==> config.mk <==
export PLATFORM = sky130hd
export DESIGN_NAME = particle_sensor_frame_parser
export DESIGN_NICKNAME = d
export VERILOG_FILES = /design/src/rtl/pspf_pkg.sv /design/src/rtl/pspf_sync.sv /design/src/rtl/pspf_capture.sv /design/src/rtl/particle_sensor_frame_parser.sv
export SDC_FILE = /design/constraint.sdc
export NUM_CORES = 1
export LEC_CHECK = 0
export ABC_AREA = 1
export ABC_CLOCK_PERIOD_IN_PS = 3800
export BUFFER_PORTS_ARGS = -buffer_cell sky130_fd_sc_hd__buf_4
export CAP_MARGIN = 25
export CORE_MARGIN = 2
export CORE_UTILIZATION = 25
export CTS_BUF_LIST = sky130_fd_sc_hd__clkbuf_4 sky130_fd_sc_hd__clkbuf_8 sky130_fd_sc_hd__clkbuf_16
export CTS_CLUSTER_DIAMETER = 50
export DETAILED_ROUTE_END_ITERATION = 10
export GPL_ROUTABILITY_DRIVEN = 0
export PLACE_DENSITY_LB_ADDON = 0.15
export SYNTH_ARGS = -nofsm -noshare
export SYNTH_HDL_FRONTEND = slang
export SYNTH_SLANG_ARGS = --single-unit
==> constraint.sdc <==
create_clock -name clk -period 3.8 [get_ports clk]
set_input_delay 0.38 -clock clk [delete_from_list [all_inputs] [get_ports clk]]
set_output_delay 0.38 -clock clk [all_outputs]
set_load 0.01 [all_outputs]
==> src/rtl/pspf_pkg.sv <==
// shared types and constants for the particle sensor frame parser
package pspf_pkg;

  localparam int FRAME_BYTES_DEF    = 32;
  localparam int READINGS           = 6;
  localparam int FIRST_READING_BYTE = 4;
  localparam int POS_W              = 6;
  localparam int IDX_W              = 3;

  localparam logic [7:0] START_FIRST_RST  = 8'd66;
  localparam logic [7:0] START_SECOND_RST = 8'd77;

  // configuration register indexes
  localparam logic [7:0] REG_START_FIRST  = 8'd0;
  localparam logic [7:0] REG_START_SECOND = 8'd1;

  typedef enum logic [1:0] {
    PH_HUNT      = 2'd0,
    PH_GOT_FIRST = 2'd1,
    PH_COLLECT   = 2'd2
  } phase_t;

  // per-byte control from the sync tracker to the capture stage
  typedef struct packed {
    logic             store_wr;
    logic [IDX_W-1:0] store_idx;
    logic             store_low;
    logic             check_wr;
    logic             done;
  } capture_ctrl_t;

endpackage

==> src/rtl/pspf_sync.sv <==
// frame sync tracker: start byte hunt, byte position and running sum
module pspf_sync #(
  parameter int FRAME_BYTES = pspf_pkg::FRAME_BYTES_DEF
) (
  input  logic                   clk,
  input  logic                   rst,
  input  logic                   fire,
  input  logic [7:0]             rx_byte,
  input  logic [7:0]             start_first,
  input  logic [7:0]             start_second,
  output pspf_pkg::capture_ctrl_t ctrl,
  output logic [15:0]            sum
);

  localparam logic [pspf_pkg::POS_W-1:0] CHECK_POS =
    pspf_pkg::POS_W'(FRAME_BYTES - 2);
  localparam logic [pspf_pkg::POS_W-1:0] FIRST_POS =
    pspf_pkg::POS_W'(pspf_pkg::FIRST_READING_BYTE);
  localparam logic [pspf_pkg::POS_W-1:0] LAST_READ_POS =
    pspf_pkg::POS_W'(pspf_pkg::FIRST_READING_BYTE + 2 * pspf_pkg::READINGS - 1);

  pspf_pkg::phase_t              phase, phase_next;
  logic [pspf_pkg::POS_W-1:0]    pos, pos_next;
  logic [15:0]                   sum_next;
  logic [pspf_pkg::POS_W-1:0]    rel;

  assign rel = pos - FIRST_POS;

  always_comb begin
    phase_next = pspf_pkg::PH_HUNT;
    pos_next   = '0;
    sum_next   = '0;
    case (phase)
      pspf_pkg::PH_GOT_FIRST: begin
        if (rx_byte == start_second) begin
          phase_next = pspf_pkg::PH_COLLECT;
          pos_next   = pspf_pkg::POS_W'(2);
          sum_next   = sum + {8'd0, rx_byte};
        end
      end
      pspf_pkg::PH_COLLECT: begin
        if (pos < CHECK_POS) begin
          phase_next = pspf_pkg::PH_COLLECT;
          pos_next   = pos + 1'b1;
          sum_next   = sum + {8'd0, rx_byte};
        end else if (pos == CHECK_POS) begin
          phase_next = pspf_pkg::PH_COLLECT;
          pos_next   = pos + 1'b1;
          sum_next   = sum;
        end
      end
      default: begin
        if (rx_byte == start_first) begin
          phase_next = pspf_pkg::PH_GOT_FIRST;
          pos_next   = pspf_pkg::POS_W'(1);
          sum_next   = {8'd0, rx_byte};
        end
      end
    endcase
  end

  always_comb begin
    ctrl           = '0;
    ctrl.store_idx = rel[pspf_pkg::IDX_W:1];
    ctrl.store_low = rel[0];
    case (phase)
      pspf_pkg::PH_COLLECT: begin
        ctrl.store_wr = (pos < CHECK_POS) && (pos inside {[FIRST_POS:LAST_READ_POS]});
        ctrl.check_wr = (pos == CHECK_POS);
        ctrl.done     = (pos > CHECK_POS);
      end
      default: begin
        ctrl.store_wr = 1'b0;
      end
    endcase
  end

  always_ff @(posedge clk) begin
    if (rst) begin
      phase <= pspf_pkg::PH_HUNT;
      pos   <= '0;
      sum   <= '0;
    end else if (fire) begin
      phase <= phase_next;
      pos   <= pos_next;
      sum   <= sum_next;
    end
  end

endmodule

==> src/rtl/pspf_capture.sv <==
// reading capture and checksum compare, forms the frame result
module pspf_capture (
  input  logic                    clk,
  input  logic                    fire,
  input  logic [7:0]              rx_byte,
  input  pspf_pkg::capture_ctrl_t ctrl,
  input  logic [15:0]             sum,
  output logic                    status,
  output logic [15:0]             readings [pspf_pkg::READINGS]
);

  logic [15:0] store [pspf_pkg::READINGS];
  logic [7:0]  check_high;
  logic        ok;

  assign ok     = ({check_high, rx_byte} == sum);
  assign status = !ok;

  always_comb begin
    for (int i = 0; i < pspf_pkg::READINGS; i++) begin
      readings[i] = ok ? store[i] : 16'd0;
    end
  end

  // payload storage, no reset: every entry is written before frame end
  always_ff @(posedge clk) begin
    if (fire && ctrl.store_wr) begin
      if (ctrl.store_low) begin
        store[ctrl.store_idx] <= store[ctrl.store_idx] | {8'd0, rx_byte};
      end else begin
        store[ctrl.store_idx] <= {rx_byte, 8'd0};
      end
    end
    if (fire && ctrl.check_wr) begin
      check_high <= rx_byte;
    end
  end

endmodule

==> src/rtl/particle_sensor_frame_parser.sv <==
// top level of the particle sensor frame parser
// Takes received serial bytes one beat at a time and emits one result beat per
// complete frame: a status bit and six big-endian 16-bit particle readings.
// The parser hunts for start_first, then needs start_second on the
// very next byte, then collects the rest of a FRAME_BYTES frame. A wrapping
// 16-bit sum covers every byte but the last two, which carry the checksum
// high byte first. On a mismatch the status is 1 and all readings are zero.
// Each byte sits in the input register, the sync tracker and capture logic
// work on it there, and a frame result is registered in the output register
// when its last byte is processed. A new byte can be accepted every cycle;
// the input side stalls only when the last byte of a frame finds the output
// register still holding an untaken result. The configuration port is always
// ready and should be written only while idle.
module particle_sensor_frame_parser #(
  parameter int FRAME_BYTES = pspf_pkg::FRAME_BYTES_DEF
) (
  input  logic        clk,
  input  logic        rst,
  // byte input channel
  input  logic        in_valid,
  output logic        in_stall,
  input  logic [7:0]  rx_byte,
  // result channel
  output logic        out_valid,
  input  logic        out_stall,
  output logic        frame_status,
  output logic [15:0] pm1_std,
  output logic [15:0] pm25_std,
  output logic [15:0] pm10_std,
  output logic [15:0] pm1_atm,
  output logic [15:0] pm25_atm,
  output logic [15:0] pm10_atm_out,
  // configuration write channel
  input  logic        cfg_valid,
  output logic        cfg_ready,
  input  logic [7:0]  cfg_index,
  input  logic [7:0]  cfg_data
);

  // configuration registers
  logic [7:0] start_first;
  logic [7:0] start_second;

  assign cfg_ready = 1'b1;

  always_ff @(posedge clk) begin
    if (rst) begin
      start_first  <= pspf_pkg::START_FIRST_RST;
      start_second <= pspf_pkg::START_SECOND_RST;
    end else if (cfg_valid && cfg_ready) begin
      case (cfg_index)
        pspf_pkg::REG_START_FIRST:  start_first  <= cfg_data;
        pspf_pkg::REG_START_SECOND: start_second <= cfg_data;
        default: ;  // indexes past the list are dropped
      endcase
    end
  end

  // input register
  logic       in_q_valid;
  logic [7:0] in_q_byte;

  // per-byte processing
  pspf_pkg::capture_ctrl_t ctrl;
  logic [15:0]             sum;
  logic                    res_status;
  logic [15:0]             res_read [pspf_pkg::READINGS];
  logic                    out_free;
  logic                    proc_fire;

  // output register can take a result when empty or being drained this cycle
  assign out_free  = !out_valid || !out_stall;
  // a byte that ends a frame waits for room in the output register
  assign proc_fire = in_q_valid && (!ctrl.done || out_free);
  assign in_stall  = in_q_valid && !proc_fire;

  always_ff @(posedge clk) begin
    if (rst) begin
      in_q_valid <= 1'b0;
    end else if (!in_stall) begin
      in_q_valid <= in_valid;
    end
  end

  always_ff @(posedge clk) begin
    if (in_valid && !in_stall) begin
      in_q_byte <= rx_byte;
    end
  end

  pspf_sync #(
    .FRAME_BYTES(FRAME_BYTES)
  ) u_sync (
    .clk          (clk),
    .rst          (rst),
    .fire         (proc_fire),
    .rx_byte      (in_q_byte),
    .start_first  (start_first),
    .start_second (start_second),
    .ctrl         (ctrl),
    .sum          (sum)
  );

  pspf_capture u_capture (
    .clk      (clk),
    .fire     (proc_fire),
    .rx_byte  (in_q_byte),
    .ctrl     (ctrl),
    .sum      (sum),
    .status   (res_status),
    .readings (res_read)
  );

  // output register
  always_ff @(posedge clk) begin
    if (rst) begin
      out_valid <= 1'b0;
    end else if (out_free) begin
      out_valid <= proc_fire && ctrl.done;
    end
  end

  always_ff @(posedge clk) begin
    if (proc_fire && ctrl.done) begin
      frame_status <= res_status;
      pm1_std      <= res_read[0];
      pm25_std     <= res_read[1];
      pm10_std     <= res_read[2];
      pm1_atm      <= res_read[3];
      pm25_atm     <= res_read[4];
      pm10_atm_out <= res_read[5];
    end
  end

`ifndef SYNTHESIS
  // a finished frame never overwrites a result still waiting to be taken
  a_no_overwrite: assert property (@(posedge clk) disable iff (rst)
    (proc_fire && ctrl.done) |-> out_free)
    else $error("frame result overwrote a pending result");

  // a checksum failure carries all-zero readings
  a_error_zero: assert property (@(posedge clk) disable iff (rst)
    (out_valid && frame_status) |->
      (pm1_std == 16'd0 && pm25_std == 16'd0 && pm10_std == 16'd0 &&
       pm1_atm == 16'd0 && pm25_atm == 16'd0 && pm10_atm_out == 16'd0))
    else $error("readings not cleared on checksum error");

  // the input side only stalls on a frame-ending byte blocked by the output
  a_stall_cause: assert property (@(posedge clk) disable iff (rst)
    in_stall |-> (in_q_valid && ctrl.done && out_valid && out_stall))
    else $error("input stalled without a blocked frame result");
`endif

endmodule
==> metrics.md <==
| Metric | Value |
|---|---|
| Clock Latency Late Sink | roughly 540 ps |
| Core area | roughly 0.044 mm^2 |
| Die Area | between 0.04 and 0.05 mm^2 |
| Layout cell share with drive strength beyond 1 | 0.1958 |
| Largest net degree at the start of global routing | between 90 and 100 |
| CTS buffer count | 38 |
| Reg-to-reg slack, setup | roughly 810 ps |
| Synth cell types | 44 |
| Adder-cell area share of the yosys netlist | 0.01982 |
| Via count | 7886 |
| Layout Skew | 13.76 ps |
| Hpwl dp | between 20 and 25 mm |
| Min-Delay Endpoint | in_q_byte[6] |
| Gate Count Post-Synth | ~1100 |
| Post-synthesis simple-gate area fraction | 0.1600 |
| Internal | around 5.2 mW |
| Die Y | 214.8 um |
| Initial antenna violation count | 0 |
| Routed len/inst | around 17 um |
| Die Span X | about 210 um |
| Status | completed |
| Grt ovf | 0 |
| Most frequent cell after synthesis | edfxtp_1 |
| Root Driver | clkbuf_16 |
| Final setup vio count | 0 |
| CP endpoint kind | flop |
| Critical path launch point type | flop |
| Max-cap viol count | 0 |
| Tmin final | around 3000 ps |
| Syn Nets | between 1000 and 1500 |
| Mean Syn Cell Area | approximately 10 um^2 |
| Crit share post-route | 0.7868 |
| Share of synthesized flip-flops with an asynchronous set or reset | 0 |
| Number of global-route vias before repair | 8019 |
| Cell Pwr Density | ~470 mW/mm^2 |
| Dominant synthesized flop cell | edfxtp_1 |
| Num ports | approximately 130 |
| Post-synth EDFFs | 209 |
| Remaining DRCs | 0 |
| Yosys reg bits | 251 |
| Worst r2r src | in_q_byte[2] |
| ANT cells | 0 |
| Slew Viols, Final | 0 |
| Yosys warns | 0 |
| Final Hold Vio Count | 0 |
| Arrival time worst endpoint | 3280 ps |
| CP max FO | 52 |
| Setup tns final | 0 ps |
| Vias per Instance | ~4.3 |
| First-pass GRT wire length | approximately 48 mm |
| Unrepaired setup endpoints after global routing | false |
| HP Class | input port to flop |
| Static leakage | between 5 and 6 nW |
| Clock power share | 0.521 |
| Drt pass-1 iters | 4 |
| Hold_sp | rx_byte[6] |
| Sw Share | 0.2201 |
| Clk buf depth | 3 |
| Final WS setup | between 800 and 900 ps |
| Synthesis-to-finish area growth | 27.08% |
| Comb pwr share | 0.028 |
| Core Rows | slightly below 80 |
| Synth area leaders | edfxtp_1 56%, dfxtp_1 7.6%, inv_1 6.2% |
| Post-CTS setup buffers | 0 |
| Peak supply drop | between 0.0002 and 0.0003 V |
| Maximum clock frequency | around 0.33 GHz |
| GR Util All Layers | 0.1380 |
| Pre-CTS setup slack | approximately 890 ps |
| Mux contribution to synthesized area | 0 |
| Post-CTS resize count | 0 |
| Critical path type | flop to flop |
| CTS tree | yes |
| Post-synthesis xor/xnor area fraction | 0.01025 |
| Flop pwr share | 0.451 |
| Initial DRC Count | ~450 |
| Slew @ Worst Pin | 825.5 ps |
| Nets | around 1300 |
| Area post-placement | 0.01279 mm^2 |
| Input/output buffers | approximately 130 |
| Compound-cell area share of the yosys netlist | 0.08401 |
| Worst R2R End | frame_status |
| Slew HR | 0.4476 |
| Sink Count | between 200 and 300 |
| Initial Util | 0.2524 |
| Worst EP required | 4090 ps |
| Top cell type's share of synthesized area | 0.5649 |
| Antenna Nets Post-Route | 0 |
| WL final | 31.90 mm |
| Design area | 0.01412 mm^2 |
| NetSw | 1.459 mW |
| Most frequent cells after synthesis | 209 x edfxtp_1, 184 x inv_1, 156 x nand2_1, 101 x nor3_1, 69 x o21ai_0 |
| Synth area leader | edfxtp_1 |
| R2R cell count | 6 |
| WHS Path Cells | 1 |
| H-tree depth | 2 |
| Synth Cell Area | roughly 0.011 mm^2 |
| Clock slew at reported path FFs | around 50 ps |
| Main combinational cell family by area after synthesis | simple AND/OR/NAND/NOR gates |
| Sequential fraction of the synthesis area | 0.6405 |
power groups by stage:
stage	Clock, mW	Sequential [mW]	Combinational [mW]
after floorplan	0	3.03	0.109
after global placement	0	3.04	0.178
after detailed placement	0	3.04	0.182
after CTS	3.55	2.99	0.189
after global routing	3.67	2.99	0.208
final	3.45	2.99	0.187
what timing repair did:
action	4_1_cts	5_1_grt
hold buffers	7	0
setup endpoints to repair	0	0
endpoints found under the hold margin	7	0
registers in the layout, summed over array words and instances, names as in the netlist, 2 cells and up:
register              count
start_first               8
pm1_std                  16
u_sync.phase              2
pm10_atm_out             16
in_q_byte                 8
u_capture.store          96
pm1_atm                  16
pm25_std                 16
u_sync.pos                6
start_second              8
pm25_atm                 16
u_sync.sum               16
u_capture.check_high      8
pm10_std                 16
critical path, cell delays in order, from the launching register on:
cell	delay, ps
edfxtp_1	570
ha_1	490
nor4_1	470
nand3b_1	120
buf_4	320
buf_4	350
or2_2	350
layout make-up:
type | count | area, um^2
inverter | 189 | 716.9
fill | 4554 | 29910
clock buffer | 40 | 965.9
sequential | 251 | 7117
clock inverter | 29 | 289.0
tap | 592 | 740.7
timing repair buffer | 157 | 1241
multi-input combinational | 580 | 3049
through the flow:
step                      power (mW)  hold WS [ps]  std cells    util
after floorplan                3.141         435.6       1068       -
after global placement         3.223         450.6       1761  0.2900
after detailed placement       3.226         459.0       1762  0.2906
after CTS                      6.729         3.317       1838  0.3207
after global routing           6.865         12.85       1838  0.3207
final                          6.630         34.16       1838  0.3207
cells in the final DEF, fill, tap and decap left out, drive strengths merged, types with 4 or more instances in the layout:
cell | netlist | routed
edfxtp | 209 | 209
inv | 189 | 193
nand2 | 161 | 161
buf | 24 | 150
nor3 | 104 | 104
o21ai | 77 | 77
a21oi | 55 | 55
nand3 | 53 | 53
nor2 | 50 | 50
dfxtp | 42 | 42
clkbuf | 24 | 40
clkinv | 0 | 18
ha | 16 | 16
o221ai | 13 | 13
nand4 | 9 | 9
xnor2 | 7 | 7
dlygate4sd3 | 0 | 7
xor2 | 6 | 6
o211ai | 5 | 5
bufinv | 0 | 4
worst max-delay path by stage:
stage | slack (ps) | startpoint | to | cells after the start
floorplan | 320 | u_sync.pos[0] | frame_status | 8
finish | 810 | in_q_byte[2] | frame_status | 6
global placement | 920 | in_q_byte[2] | frame_status | 6
CTS | 870 | u_sync.pos[2] | pm25_std[14] | 8
detailed placement | 890 | u_sync.pos[2] | pm25_std[14] | 8
global route | 660 | u_sync.pos[2] | pm25_atm[15] | 8
logic make-up after synthesis:
family | after synthesis
simple gates | 387
flops | 251
buf+inv | 237
compound gates | 162
fa+ha+maj | 17
xor+xnor | 13
other cells | 1
per-layer routing:
layer,share of wire,GRT usage
met3,0.043,0.02576
met1,0.45,0.1776
met4,0.025,0.04699
met5,0,0
met2,0.48,0.2328
Power figures use the tool's default switching activity.
